`src/rtl/core/obdp_pkg.sv`:
```
// ---------------------------------------------------------------------------
// obdp_pkg
// Shared types, constants and decode helpers for the OBD response parser.
// ---------------------------------------------------------------------------
package obdp_pkg;

    localparam int LINE_CAP  = 64;
    localparam int LEN_W     = $clog2(LINE_CAP);
    localparam int HEAD_N    = 8;
    localparam int HEAD_IW   = $clog2(HEAD_N);
    localparam int CAPLEN_W  = $clog2(HEAD_N + 1);

    localparam logic [7:0] CH_CR     = 8'h0D;
    localparam logic [7:0] CH_LF     = 8'h0A;
    localparam logic [7:0] CH_PROMPT = 8'h3E;
    localparam logic [7:0] CH_FOUR   = 8'h34;
    localparam logic [7:0] CH_SPACE  = 8'h20;
    localparam logic [7:0] CH_PLUS   = 8'h2B;
    localparam logic [7:0] CH_MINUS  = 8'h2D;
    localparam logic [7:0] CH_ZERO   = 8'h30;
    localparam logic [7:0] CH_PRT_LO = 8'd32;
    localparam logic [7:0] CH_PRT_HI = 8'd126;

    localparam logic [7:0] PID_RPM   = 8'h0C;
    localparam logic [7:0] PID_SPEED = 8'h0D;
    localparam logic [7:0] PID_FUEL  = 8'h2F;

    typedef enum logic [1:0] {
        EV_PROMPT = 2'd0,
        EV_RPM    = 2'd1,
        EV_SPEED  = 2'd2,
        EV_FUEL   = 2'd3
    } t_kind;

    typedef struct packed {
        logic [7:0] rx_char;
        logic       link_live;
    } t_in_item;

    typedef struct packed {
        t_kind       event_kind;
        logic [13:0] event_value;
    } t_out_item;

    // finished line as handed from the front to the back
    typedef struct packed {
        logic [HEAD_N-1:0][7:0] head;
        logic [CAPLEN_W-1:0]    len;   // saturates at HEAD_N
        logic                   live;
    } t_line;

    typedef struct packed {
        logic       ok;
        logic [3:0] val;
    } t_digit;

    typedef struct packed {
        logic       ok;
        logic [7:0] val;
    } t_pair;

    function automatic t_digit hex_digit(input logic [7:0] c);
        t_digit d;
        d.ok  = 1'b1;
        d.val = 4'd0;
        if (c >= 8'h30 && c <= 8'h39) begin
            d.val = 4'(c - 8'h30);
        end else if (c >= 8'h61 && c <= 8'h66) begin
            d.val = 4'(c - 8'h57);
        end else if (c >= 8'h41 && c <= 8'h46) begin
            d.val = 4'(c - 8'h37);
        end else begin
            d.ok = 1'b0;
        end
        return d;
    endfunction

    // two chars to a byte, strtol style: hex hex, sign/space + hex, or "-0"
    function automatic t_pair read_pair(input logic [7:0] c0, input logic [7:0] c1);
        t_pair  p;
        t_digit d0;
        t_digit d1;
        d0 = hex_digit(c0);
        d1 = hex_digit(c1);
        p.ok  = 1'b0;
        p.val = 8'd0;
        if (d0.ok && d1.ok) begin
            p.ok  = 1'b1;
            p.val = {d0.val, d1.val};
        end else if ((c0 == CH_SPACE || c0 == CH_PLUS) && d1.ok) begin
            p.ok  = 1'b1;
            p.val = {4'd0, d1.val};
        end else if (c0 == CH_MINUS && c1 == CH_ZERO) begin
            p.ok  = 1'b1;
        end
        return p;
    endfunction

endpackage

```
`src/rtl/core/obdp_front.sv`:
```
// ---------------------------------------------------------------------------
// obdp_front
// Accepts characters, builds the current line and hands finished lines on.
// ---------------------------------------------------------------------------
module obdp_front
    import obdp_pkg::*;
(
    input  logic     i_clk,
    input  logic     i_rst_n,
    input  logic     i_valid,
    output logic     o_stall,
    input  t_in_item i_data,
    input  logic     i_q_full,
    output logic     o_push,
    output t_line    o_line
);

    logic [HEAD_N-1:0][7:0] r_head;
    logic [LEN_W-1:0]       r_len;
    logic [LEN_W-1:0]       n_len;
    logic                   w_accept;
    logic                   w_eol;
    logic                   w_print;
    logic                   w_head_we;

    assign o_stall  = i_q_full;
    assign w_accept = i_valid && !i_q_full;

    always_comb begin
        w_eol   = (i_data.rx_char == CH_CR) || (i_data.rx_char == CH_LF);
        w_print = i_data.rx_char inside {[CH_PRT_LO:CH_PRT_HI]};
    end

    assign w_head_we = w_accept && w_print && (r_len < LEN_W'(LINE_CAP - 1))
                       && (r_len < LEN_W'(HEAD_N));

    always_comb begin
        n_len = r_len;
        if (w_accept) begin
            if (w_eol) begin
                n_len = '0;
            end else if (w_print && (r_len < LEN_W'(LINE_CAP - 1))) begin
                n_len = r_len + LEN_W'(1);
            end
        end
    end

    always_ff @(posedge i_clk) begin
        if (!i_rst_n) begin
            r_len <= '0;
        end else begin
            r_len <= n_len;
        end
    end

    always_ff @(posedge i_clk) begin
        if (w_head_we) begin
            r_head[r_len[HEAD_IW-1:0]] <= i_data.rx_char;
        end
    end

    assign o_push      = w_accept && w_eol && (r_len != '0);
    assign o_line.head = r_head;
    assign o_line.live = i_data.link_live;
    assign o_line.len  = (r_len >= LEN_W'(HEAD_N)) ? CAPLEN_W'(HEAD_N)
                                                   : r_len[CAPLEN_W-1:0];

endmodule

```
`src/rtl/core/obdp_fifo.sv`:
```
// ---------------------------------------------------------------------------
// obdp_fifo
// Two-entry queue of finished lines between the front and the back.
// ---------------------------------------------------------------------------
module obdp_fifo
    import obdp_pkg::*;
(
    input  logic  i_clk,
    input  logic  i_rst_n,
    input  logic  i_push,
    input  t_line i_line,
    output logic  o_full,
    input  logic  i_pop,
    output logic  o_valid,
    output t_line o_line
);

    t_line       r_mem [2];
    logic        r_wr;
    logic        r_rd;
    logic [1:0]  r_cnt;

    assign o_full  = (r_cnt == 2'd2);
    assign o_valid = (r_cnt != 2'd0);
    assign o_line  = r_mem[r_rd];

    always_ff @(posedge i_clk) begin
        if (!i_rst_n) begin
            r_wr  <= 1'b0;
            r_rd  <= 1'b0;
            r_cnt <= 2'd0;
        end else begin
            if (i_push) begin
                r_wr <= !r_wr;
            end
            if (i_pop) begin
                r_rd <= !r_rd;
            end
            if (i_push && !i_pop) begin
                r_cnt <= r_cnt + 2'd1;
            end else if (!i_push && i_pop) begin
                r_cnt <= r_cnt - 2'd1;
            end
        end
    end

    always_ff @(posedge i_clk) begin
        if (i_push) begin
            r_mem[r_wr] <= i_line;
        end
    end

endmodule

```
`src/rtl/core/obdp_back.sv`:
```
// ---------------------------------------------------------------------------
// obdp_back
// Decodes a finished line into a prompt or PID event and drives the output.
// ---------------------------------------------------------------------------
module obdp_back
    import obdp_pkg::*;
(
    input  logic      i_clk,
    input  logic      i_rst_n,
    input  logic      i_q_valid,
    input  t_line     i_line,
    output logic      o_pop,
    output logic      o_valid,
    input  logic      i_stall,
    output t_out_item o_data
);

    logic      r_valid;
    t_out_item r_data;
    logic      w_hit;
    t_out_item w_res;
    logic      w_load;
    t_pair     w_pid;
    t_pair     w_a;
    t_pair     w_b;

    always_comb begin
        w_pid = read_pair(i_line.head[2], i_line.head[3]);
        w_a   = read_pair(i_line.head[4], i_line.head[5]);
        w_b   = read_pair(i_line.head[6], i_line.head[7]);
    end

    always_comb begin
        w_hit             = 1'b0;
        w_res.event_kind  = EV_PROMPT;
        w_res.event_value = '0;
        if (i_line.len == CAPLEN_W'(1) && i_line.head[0] == CH_PROMPT) begin
            w_hit = 1'b1;
        end else if (i_line.live && i_line.head[0] == CH_FOUR
                     && i_line.len >= CAPLEN_W'(4) && w_pid.ok) begin
            if (w_pid.val == PID_RPM) begin
                if (i_line.len >= CAPLEN_W'(8) && w_a.ok && w_b.ok) begin
                    w_hit             = 1'b1;
                    w_res.event_kind  = EV_RPM;
                    w_res.event_value = {w_a.val, w_b.val[7:2]};
                end
            end else if (w_pid.val == PID_SPEED || w_pid.val == PID_FUEL) begin
                if (i_line.len >= CAPLEN_W'(6) && w_a.ok) begin
                    w_hit             = 1'b1;
                    w_res.event_kind  = (w_pid.val == PID_SPEED) ? EV_SPEED : EV_FUEL;
                    w_res.event_value = {6'd0, w_a.val};
                end
            end
        end
    end

    assign w_load = !r_valid || !i_stall;
    // a line with no event drains even while the output is held
    assign o_pop  = i_q_valid && (!w_hit || w_load);

    always_ff @(posedge i_clk) begin
        if (!i_rst_n) begin
            r_valid <= 1'b0;
        end else if (w_load) begin
            r_valid <= i_q_valid && w_hit;
        end
    end

    always_ff @(posedge i_clk) begin
        if (w_load) begin
            r_data <= w_res;
        end
    end

    assign o_valid = r_valid;
    assign o_data  = r_data;

endmodule

```
`src/rtl/core/obd_response_line_parser_core.sv`:
```
// ---------------------------------------------------------------------------
// obd_response_line_parser_core
// Line parser for the text responses of an OBD-II mode 01 adapter.
//
// Input channel: one received byte plus the link-live flag per transfer.
// A transfer takes place when i_in_valid is high and o_in_stall is low.
// Output channel: one event (prompt, rpm, speed or fuel) per transfer,
// when o_out_valid is high and i_out_stall is low.
// Throughput: one character per cycle. A CR or LF that ends a non-empty line
// goes into a two-entry line queue. o_in_stall rises only while that queue is
// full, and then every character waits, not only line ends.
// The CR or LF that ends a line is registered in the line queue, and the
// line's event then in the output register, which drives the output.
// Lines that give no event drain from the queue even while the output waits.
// Reset (synchronous, active low) empties the queue, drops any partial line
// and clears o_out_valid. While the receiver stalls, the event holds.
// ---------------------------------------------------------------------------
module obd_response_line_parser_core
    import obdp_pkg::*;
(
    input  logic      i_clk,
    input  logic      i_rst_n,
    input  logic      i_in_valid,
    output logic      o_in_stall,
    input  t_in_item  i_in_data,
    output logic      o_out_valid,
    input  logic      i_out_stall,
    output t_out_item o_out_data
);

    logic  w_push;
    logic  w_pop;
    logic  w_full;
    logic  w_q_valid;
    t_line w_line_in;
    t_line w_line_out;

    obdp_front u_front (
        .i_clk    (i_clk),
        .i_rst_n  (i_rst_n),
        .i_valid  (i_in_valid),
        .o_stall  (o_in_stall),
        .i_data   (i_in_data),
        .i_q_full (w_full),
        .o_push   (w_push),
        .o_line   (w_line_in)
    );

    obdp_fifo u_fifo (
        .i_clk   (i_clk),
        .i_rst_n (i_rst_n),
        .i_push  (w_push),
        .i_line  (w_line_in),
        .o_full  (w_full),
        .i_pop   (w_pop),
        .o_valid (w_q_valid),
        .o_line  (w_line_out)
    );

    obdp_back u_back (
        .i_clk     (i_clk),
        .i_rst_n   (i_rst_n),
        .i_q_valid (w_q_valid),
        .i_line    (w_line_out),
        .o_pop     (w_pop),
        .o_valid   (o_out_valid),
        .i_stall   (i_out_stall),
        .o_data    (o_out_data)
    );

endmodule

```
`config.mk`:
```
export PLATFORM = sky130hd
export DESIGN_NAME = obd_response_line_parser_core
export DESIGN_NICKNAME = d
export VERILOG_FILES = /design/src/rtl/core/obdp_pkg.sv /design/src/rtl/core/obdp_front.sv /design/src/rtl/core/obdp_fifo.sv /design/src/rtl/core/obdp_back.sv /design/src/rtl/core/obd_response_line_parser_core.sv
export SDC_FILE = /design/constraint.sdc
export NUM_CORES = 1
export LEC_CHECK = 0
export BUFFER_PORTS_ARGS = -buffer_cell sky130_fd_sc_hd__buf_4
export CORE_ASPECT_RATIO = 0.6
export CORE_MARGIN = 4
export CORE_UTILIZATION = 50
export DETAILED_ROUTE_END_ITERATION = 12
export PLACE_DENSITY_LB_ADDON = 0.2
export REMOVE_ABC_BUFFERS = 1
export SYNTH_ARGS = -nofsm -noshare
export SYNTH_HDL_FRONTEND = slang
export SYNTH_SLANG_ARGS = --single-unit
```
`constraint.sdc`:
```
create_clock -name i_clk -period 9.3 [get_ports i_clk]
set_clock_uncertainty 0.1 [all_clocks]
set_input_delay 1.395 -clock i_clk [delete_from_list [all_inputs] [get_ports i_clk]]
set_output_delay 1.395 -clock i_clk [all_outputs]
set_load 0.05 [all_outputs]
```
==> results of run 1 <==
## critical path: cells and delay by family, from the launching register on
kind,cells,cell delay (ps)
simple gates,4,800
compound gates,6,1330
mux,1,370
buf+inv,2,780
fa+ha+maj,2,580
flops,1,650
## worst max-delay path by stage
stage | endpoint | startpoint | cells after the start
after floorplan | u_fifo.r_mem[0][0]$_DFFE_PP_ | i_in_data[8] | 5
after global placement | u_fifo.r_mem[0][30]$_DFFE_PP_ | i_in_data[8] | 7
after detailed placement | u_fifo.r_mem[0][45]$_DFFE_PP_ | i_in_data[8] | 7
after CTS | u_fifo.r_cnt[1]$_SDFFE_PN0P_ | flop | 15
after global routing | u_fifo.r_cnt[1]$_SDFFE_PN0P_ | flop | 14
final | u_fifo.r_cnt[1]$_SDFFE_PN0P_ | flop | 15
## final cells by class
class,count,area (um2)
Timing Repair Buffer,37,277.8
Tap cell,234,292.8
Fill cell,1331,7206
Clock buffer,28,611.8
Clock inverter,8,91.34
Sequential cell,206,6070
Inverter,31,116.4
Multi-Input combinational cell,366,2603
## cell usage after synthesis, drive strengths merged, types with 4 or more instances
cell and instances:
nor3 21, o21ai 17, edfxtp 194, a21oi 17, inv 31, nor4 6, o21a 7, nor2b 9
a32oi 5, a21boi 4, a22oi 5, nor4b 4, a211oi 5, mux2i 28, o22ai 11, dfxtp 12
or3 4, nand3 12, nand2 40, mux2 11, nand2b 6, nand3b 6, and3b 6, xnor2 8
ha 22, nor3b 6, o32ai 7, a31oi 7, xor2 4, nand4 7, o211ai 5, buf 12
nor4bb 4, nor2 43
## logic make-up after synthesis
group | Yosys count | share of synthesized area (%)
flops | 206 | 68.26
simple gates | 190 | 11.77
compound gates | 103 | 8.406
buf+inv | 44 | 2.549
mux | 39 | 4.731
fa+ha+maj | 22 | 3.098
xor+xnor | 12 | 1.183
## placed cells by master, fill, tap and decap left out, types with 5 or more instances in the layout
cell / Yosys / layout
a21oi_1: 15 / 15
a22oi_1: 5 / 5
a31oi_1: 7 / 7
and3b_1: 6 / 6
buf_4: 1 / 37
clkbuf_16: 0 / 21
clkbuf_8: 0 / 6
dfxtp_1: 12 / 11
edfxtp_1: 194 / 194
ha_1: 22 / 22
inv_1: 30 / 30
mux2_2: 8 / 8
mux2i_1: 27 / 27
nand2_1: 40 / 40
nand2b_1: 6 / 6
nand3_1: 12 / 12
nand3b_1: 6 / 6
nand4_1: 7 / 7
nor2_1: 42 / 42
nor2b_1: 9 / 8
nor3_1: 21 / 21
nor4_1: 5 / 5
o211ai_1: 5 / 5
o21a_1: 7 / 7
o21ai_0: 17 / 17
o22ai_1: 10 / 10
o32ai_1: 6 / 6
xnor2_1: 8 / 8
## routing by layer
metal	up-vias	wire (um)	global-route usage (%)
met2	189	7637	25.80
li1	2466	-	-
met3	30	1308	3.541
met4	0	336	4.129
met5	-	0	0
met1	2522	9188	29.78
## report_power, final
group / switching, mW / internal (mW)
logic: 0.185 / 0.138
registers: 0.0343 / 1.02
clock network: 0.326 / 0.515
## through the flow
| step | std cells | hold WS [ps] |
|---|---|---|
| finish | 910 | 343.5 |
| global route | 910 | 358.1 |
| CTS | 910 | 341.5 |
| detailed placement | 874 | 330.6 |
| global placement | 874 | 325.5 |
| floorplan | 603 | 321.5 |
## sequential cells by signal (all words and copies together), names as in the netlist, named ones only
register        cells
u_back.o_data      16
u_fifo.r_cnt        2
u_fifo.r_rd         1
u_fifo.r_wr         1
u_front.o_line     56
u_front.r_len       6
u_fifo.r_mem      122
u_back.o_valid      1
==> reports/qor.yml, run 1 <==
async_reset_ff_share_pct: 0
end_kind: "flop"
final.setup.tns_ps: 0
crit_arrival_ps: 5030
outcome: "completed"
cts_tree: "built"
slew_violations: 0
die_y_um: 111.3
core-area_um2: 17270
hold_path_end: "u_fifo.r_mem[1][46]$_DFFE_PP_"
ys.flop_type: "edfxtp_1"
clkTransAtPathRegs_ps: 70
synth_area_leader_cell: "edfxtp_1"
synthCells: 616
drt-total-wl_um: 18470
maxCapViolations: 0
power.total_mw: 2.216
syn-cell-area_um2: 8886
numCtsBuffers: 20
hold_path.class: "flop to flop"
startpoint_type: "flop"
critPathMaxFanout: 61
synth_top_area_share_pct: 65.56
vias_per_cell: 5.722
rsz0062_at_grt: "no"
p_per_area_nw_per_um2: 220.2
cp_cell_sequence: "buf_4 -> mux2i_1 -> inv_1 -> ha_1 -> nand2b_1 -> a32oi_1 -> nor3_1 -> o32ai_2 -> o31ai_1 -> and3_1 -> o21a_1 -> o31a_4 -> ha_1 -> or3_1 -> a21boi_0"
antenna_found_initial: 0
first_iter_violations: 474
crit_slowest_cell: "dfxtp_4"
place_area_um2: 9359
grt_pass1_wl_um: 29090
fmax_mhz: 211.8
num-nets-final: 697
synth_edf_count: 194
ant_nets: 0
peakVddDrop_uv: 149.9
r2r_slack_ps: 4580
tightest_slew_ps: 1215
area_growth_pct: 13.24
io_pins: 31
setup_viol: 0
final_area_um2: 10060
ctsHoldBuffers: 0
min_from: "u_front.o_line[46]$_DFFE_PP_"
reg2reg_to: "u_fifo.r_cnt[1]$_SDFFE_PN0P_"
dr.pass1.iters: 5
cts_resized: 0
path_common_cell: "ha_1"
drc_errors: 0
max_stage_delay_ps: 650
synthTopCellsByArea: "edfxtp_1, ha_1, mux2i_1, dfxtp_1, nor2_1"
num_rows: 37
grt_max_degree: 62
die-area_um2: 20040
initial_utilization_pct: 51.46
layout_setup_ws_ps: 4578
hold_viol: 0
post_cts_buffers: 0
grt_pass1_vias: 5165
fin_crit_ps: 4722
wl_per_cell_um: 20.30
required_ps: 9610
cts_buffer_depth: 3
layout-drive-gt1-share_pct: 14.35
p_leak_nw: 3.471
ys_seq_area_share_pct: 68.26
cts-root-buf: "clkbuf_16"
synth.ff_latch_count: 206
die_w_um: 180.1
clkLatencyLatePin_ps: 490
whs_path_depth: 0
ys_warn_count: 0
postSynthAreaPerCell_um2: 14.43
grtUsageTotal_pct: 18.44
io_buffer_count: 30
n_antenna_cell: 0
pre_cts_slack_ps: 4483
cts_htree_levels: 1
dp_hpwl_um: 12760
ys_types: 68
relSlewSlack_pct: 18.39
cts_sinks: 206
fin_util_pct: 58.27
gp_congestion: 0.8976
period_share_pct: 50.78
path_class: "flop to flop"
vias: 5207
grt-ovfl-total: 0
ff2ff_path_depth: 15
No activity file was read; power rests on OpenSTA's default activity.
==> run 2: changes to the inputs <==
==> constraint.sdc (replaced) <==
create_clock -name i_clk -period 4 [get_ports i_clk]
set_clock_uncertainty 0.1 [all_clocks]
set_input_delay 0.6 -clock i_clk [delete_from_list [all_inputs] [get_ports i_clk]]
set_output_delay 0.6 -clock i_clk [all_outputs]
set_load 0.05 [all_outputs]
==> run 2 against run 1 <==
Utilization grew 0.71 points. Largest power group unchanged. Register-to-register slack got worse by 4500 ps. Final cell count rose by 2.2%. Largest cell class unchanged. Via count up 4.0%. Setup slack got worse by 4500 ps. Sequential share of layout area shrank 0.73 points.
==> reports/qor.yml, run 2 (synthesis gave the netlist of run 1 again) <==
largest_reg_flops: 122  # unchanged
area_growth_pct: 14.62
antenna_found_initial: 1  # +1
grt_pass1_vias: 5365  # +3.9%
drc_errors: 0  # unchanged
min_from: "i_in_data[0]"
slew_violations: 0  # unchanged
fin_util_pct: 58.98  # +0.71 points
die_w_um: 180.1  # unchanged
fillers: 1338  # +0.53%
grt_pass1_wl_um: 30440  # +4.6%
required_ps: 4290  # -5320 ps
vias: 5417  # +4.0%
final.setup.tns_ps: 0  # unchanged
multi_input_area_um2: 2653  # +1.9%
drt-total-wl_um: 19520  # +5.7%
critPathMaxFanout: 8  # -87%
power.total_mw: 5.058  # +130%
cts_sinks: 206  # unchanged
p_per_area_nw_per_um2: 496.6  # +130%
vias_per_cell: 5.825  # +1.8%
final-seq-area_um2: 6070  # unchanged
hold_path.class: "primary input to flop"
dp_hpwl_um: 13110  # +2.8%
outcome: "completed"
relSlewSlack_pct: 46.16  # +28 points
grt-ovfl-total: 0  # unchanged
ctsHoldBuffers: 0  # unchanged
maxCapViolations: 0  # unchanged
cts-root-buf: "clkbuf_16"
die_y_um: 111.3  # unchanged
startpoint_type: "flop"
wl_per_cell_um: 20.99  # +3.4%
cts_htree_levels: 1  # unchanged
tightest_slew_ps: 804.6  # -410.2 ps
grtUsageTotal_pct: 19.50  # +1.1 points
cts_tree: "built"
die-area_um2: 20040  # unchanged
initial_utilization_pct: 51.46  # unchanged
clkLatencyLatePin_ps: 480  # about the same
grt_max_degree: 63  # +1.6%
fmax_mhz: 257.4  # +22%
path_class: "flop to flop"
io_buffer_count: 30  # unchanged
num_rows: 37  # unchanged
gp_congestion: 0.9562  # +6.5%
io_pins: 31  # unchanged
dr.pass1.iters: 5  # unchanged
place_area_um2: 9527  # +1.8%
layout-drive-gt1-share_pct: 17.27  # +2.9 points
first_iter_violations: 581  # +23%
regMostFlops: "u_fifo.r_mem"
peakVddDrop_uv: 303.1  # +100%
mostFrequentLayoutCells: "edfxtp_1, buf_4, nor2_1"
clkTransAtPathRegs_ps: 70  # about the same
num-nets-final: 718  # +3.0%
hold_viol: 0  # unchanged
numCtsBuffers: 19  # -5.0%
period_share_pct: 97.12  # +46 points
fin_crit_ps: 3885  # -837.6 ps
crit_arrival_ps: 4180  # -850 ps
final_common_cell: "edfxtp_1"
p_leak_nw: 3.527  # +1.6%
ant_nets: 0  # unchanged
end_kind: "flop"
core-area_um2: 17270  # unchanged
final_area_um2: 10180  # +1.2%
cts_buffer_depth: 3  # unchanged
setup_viol: 0  # unchanged
==> run 2: final cells by class <==
class                           count  share of cell area (%)
Inverter                           31                   1.143
Clock buffer                       25                   4.889
Sequential cell                   206                   59.59
Tap cell                          234                   2.875
Clock inverter                      8                  0.8354
Multi-Input combinational cell    366                   26.04
Antenna cell                        1                 0.02457
Timing Repair Buffer               59                   4.595
==> run 2: path summary, 6_finish.rpt <==
check	endpoint	cells after the start	slack (ps)
worst max register to register	u_fifo.r_cnt[1]$_SDFFE_PN0P_	13	120
worst min register to register	u_fifo.r_mem[1][68]$_DFFE_PP_	0	340
worst max-delay path	u_fifo.r_cnt[1]$_SDFFE_PN0P_	13	120
worst min-delay path	u_fifo.r_mem[0][0]$_DFFE_PP_	1	230
==> run 2: what timing repair did <==
action,CTS,global route
setup buffers,1,2
setup endpoints to repair,1,2
resized for setup,1,10
pin swaps,0,1
cloned,0,0
==> run 2: layer usage <==
metal	wire, um	part of all wire [%]	global-route usage, %	vias to the layer above
met4	332	1.7	3.374	0
li1	-	-	-	2497
met2	8419	43	29.14	193
met3	1252	6.4	2.984	30
met5	0	0	0	-
met1	9519	49	30.84	2697
==> run 2: worst max-delay path: stages, from the launching register on <==
cell and delay (ps):
dfxtp_4 450, buf_4 170, mux2i_2 320, ha_1 270, and4b_1 230, a211oi_2 280
o22ai_1 130, o21a_1 230, o211a_1 240, o21a_1 220, o31a_4 300, ha_1 320
or3_1 360, a21boi_1 170
==> run 2: report_power, final <==
part / switching [mW] / internal [mW]
Clock: 0.725 / 1.00
Combinational: 0.523 / 0.398
Sequential: 0.0407 / 2.37
Total: 1.29 / 3.77
==> run 2: stage by stage <==
stage	setup slack, ps	hold slack (ps)	std cells
CTS	20.88	215.1	927
global route	-23.78	213.8	929
finish	115.2	227.5	930
floorplan	-1623	321.5	603
detailed placement	-99.95	329.8	893
global placement	112.1	321.9	893
==> run 3: changes to the inputs <==
==> constraint.sdc (replaced) <==
create_clock -name i_clk -period 3.5 [get_ports i_clk]
set_clock_uncertainty 0.1 [all_clocks]
set_input_delay 0.525 -clock i_clk [delete_from_list [all_inputs] [get_ports i_clk]]
set_output_delay 0.525 -clock i_clk [all_outputs]
set_load 0.05 [all_outputs]
==> run 3 against run 2 <==
The flow now finishes with violations (negative setup slack). Clock-buffer cell count did not move. Combinational power rose by 59%. Non-clock buffer count rose by 62. Register-to-register slack got worse by 140 ps. Critical path depth rose by 1. Fmax rose by 10%. Final cell count rose by 6.7%. Total power rose by 25%. Critical path type unchanged. Clock power rose by 24%. Utilization rose by 5.2 points. Critical endpoint unchanged. Wire length rose by 2.8%. Die area did not move.
==> reports/qor.yml, run 3 (synthesis gave the netlist of run 1 again) <==
clkPwrFrac_pct: 33.8  # -0.4 points
p_leak_nw: 3.930  # +11%
grt_pass1_wl_um: 31380  # +3.1%
n_antenna_cell: 0  # -1
layout_setup_ws_ps: -28.80  # -144.0 ps
max_stage_delay_ps: 390  # -60 ps
p_per_area_nw_per_um2: 572.0  # +15%
cts_htree_levels: 1  # unchanged
maxCapViolations: 0  # unchanged
fmax_mhz: 283.4  # +10%
intPower_mw: 4.722  # +25%
swShare_pct: 25.48  # about the same
period_share_pct: 100.8  # +3.7 points
antenna_found_initial: 0  # -1
ctsHoldBuffers: 0  # unchanged
die-area_um2: 20040  # unchanged
initial_utilization_pct: 51.46  # unchanged
num_rows: 37  # unchanged
holdWs_ps: 122.3  # -105.2 ps
cts_tree: "built"
relSlewSlack_pct: 65.04  # +19 points
dr.pass1.iters: 5  # unchanged
grt_pass1_vias: 5681  # +5.9%
fillers: 1253  # -6.4%
gp_congestion: 0.8814  # -7.8%
final.setup.tns_ps: -28.80  # -28.80 ps
rsz0062_at_grt: "yes"
vias_per_cell: 5.654  # -2.9%
cts_sinks: 206  # unchanged
area_growth_pct: 24.67
ant_nets: 0  # unchanged
pwr-share-seq_pct: 43.3  # -4.3 points
crit_arrival_ps: 3860  # -320 ps
path_class: "flop to flop"
layout-drive-gt1-share_pct: 29.82  # +13 points
final-seq-area_um2: 6070  # unchanged
first_iter_violations: 601  # +3.4%
drt-total-wl_um: 20070  # +2.8%
fin_util_pct: 64.15  # +5.2 points
num-nets-final: 781  # +8.8%
io_pins: 31  # unchanged
power.total_mw: 6.337  # +25%
numCtsBuffers: 20  # +1
multi_input_area_um2: 2948  # +11%
outcome: "finished, violations left"
critPathMaxFanout: 8  # unchanged
mostFrequentLayoutCells: "edfxtp_1, buf_4, nor2_1"
clkLatencyLatePin_ps: 490  # about the same
core-area_um2: 17270  # unchanged
clkTransAtPathRegs_ps: 60  # about the same
required_ps: 3830  # -460 ps
dp_hpwl_um: 13470  # +2.7%
cts_buffer_depth: 3  # unchanged
path_buf_inv: 2  # +1
startpoint_type: "flop"
failed_checks: "negative setup slack"
cp_cell_sequence: "buf_12 -> buf_4 -> mux2i_1 -> o21ai_1 -> a21oi_2 -> mux2i_2 -> nor4b_2 -> o211a_1 -> o21a_1 -> o31a_4 -> ha_4 -> xor2_1 -> or3_1 -> a21boi_1"
slew_violations: 0  # unchanged
cp_top_family: "compound AO/OA/AOI/OAI gates"
drc_errors: 0  # unchanged
hold_path.class: "primary input to flop"
pre_cts_slack_ps: -291.6  # -191.7 ps
fin_crit_ps: 3529  # -356.0 ps
largest_reg_flops: 122  # unchanged
die_y_um: 111.3  # unchanged
cts-root-buf: "clkbuf_16"
power_frac_comb_pct: 23.0  # +4.8 points
io_buffer_count: 30  # unchanged
die_w_um: 180.1  # unchanged
tightest_slew_ps: 521.3  # -283.4 ps
regMostFlops: "u_fifo.r_mem"
end_kind: "flop"
grtUsageTotal_pct: 19.82  # +0.32 points
hold_viol: 0  # unchanged
grt-ovfl-total: 0  # unchanged
power.switching_mw: 1.615  # +25%
crit_slowest_cell: "dfxtp_4"
final_common_cell: "edfxtp_1"
peakVddDrop_uv: 372.1  # +23%
vias: 5609  # +3.5%
grt_max_degree: 62  # -1.6%
setup_viol: 1  # +1
wl_per_cell_um: 20.23  # -3.6%
run 3: cell count changes in the layout (fill, tap and decap cells not counted), sizes merged:
| cell | delta |
|---|---|
| clkinv | -1 |
| buf | +62 |
| bufinv | +1 |
| diode | -1 |
| clkinvlp | +1 |
run 3: per-stage QoR:
| stage | instances | area [um2] |
|---|---|---|
| after floorplan | 603 | 8776 |
| after global routing | 992 | 11080 |
| after global placement | 943 | 9902 |
| after CTS | 989 | 10890 |
| final | 992 | 11080 |
| after detailed placement | 943 | 9902 |
run 3: routing by layer:
layer,track usage (%),share of wire [%],up-vias
li1,-,-,2639
met1,30.83,47,2749
met2,29.82,44,191
met3,3.115,6.8,30
met4,4.028,1.9,0
met5,0,0,-
run 3: cell type report:
class	count	area share (%)
Inverter	31	1.096
Sequential cell	206	54.79
Clock inverter	9	1.186
Tap cell	234	2.643
Timing Repair Buffer	121	8.990
Multi-Input combinational cell	366	26.61
Clock buffer	25	4.687
run 3: worst paths after layout:
path / depth (start not counted) / slack (ps) / to / start
worst min register to register: 0 / 340 / u_fifo.r_mem[1][58]$_DFFE_PP_ / u_front.o_line[58]$_DFFE_PP_
worst max register to register: 14 / -30 / u_fifo.r_cnt[1]$_SDFFE_PN0P_ / flop
worst min-delay path: 1 / 120 / u_fifo.r_mem[0][0]$_DFFE_PP_ / i_in_data[0]
worst max-delay path: 14 / -30 / u_fifo.r_cnt[1]$_SDFFE_PN0P_ / flop
run 3: repair_timing:
| item | 4_1_cts | 5_1_grt |
|---|---|---|
| gates resized for setup | 56 | 33 |
| pin swaps | 16 | 9 |
| buffers inserted | 13 | 5 |
| cloned | 0 | 0 |
| setup endpoints to repair | 2 | 2 |
run 3: power by group through the flow:
stage	clock network (mW)	logic, mW	registers [mW]
after floorplan	0	0.618	2.88
after detailed placement	0	1.12	2.82
after CTS	2.19	1.35	2.74
after global placement	0	1.09	2.81
after global routing	2.30	1.57	2.74
final	2.14	1.46	2.74
run 3: worst register-to-register path, cell delays in order (launching register included):
cell	delay (ps)
dfxtp_4	390
buf_12	150
buf_4	180
mux2i_1	320
o21ai_1	160
a21oi_2	310
mux2i_2	330
nor4b_2	80
o211a_1	220
o21a_1	190
o31a_4	300
ha_4	160
xor2_1	140
or3_1	320
a21boi_1	120
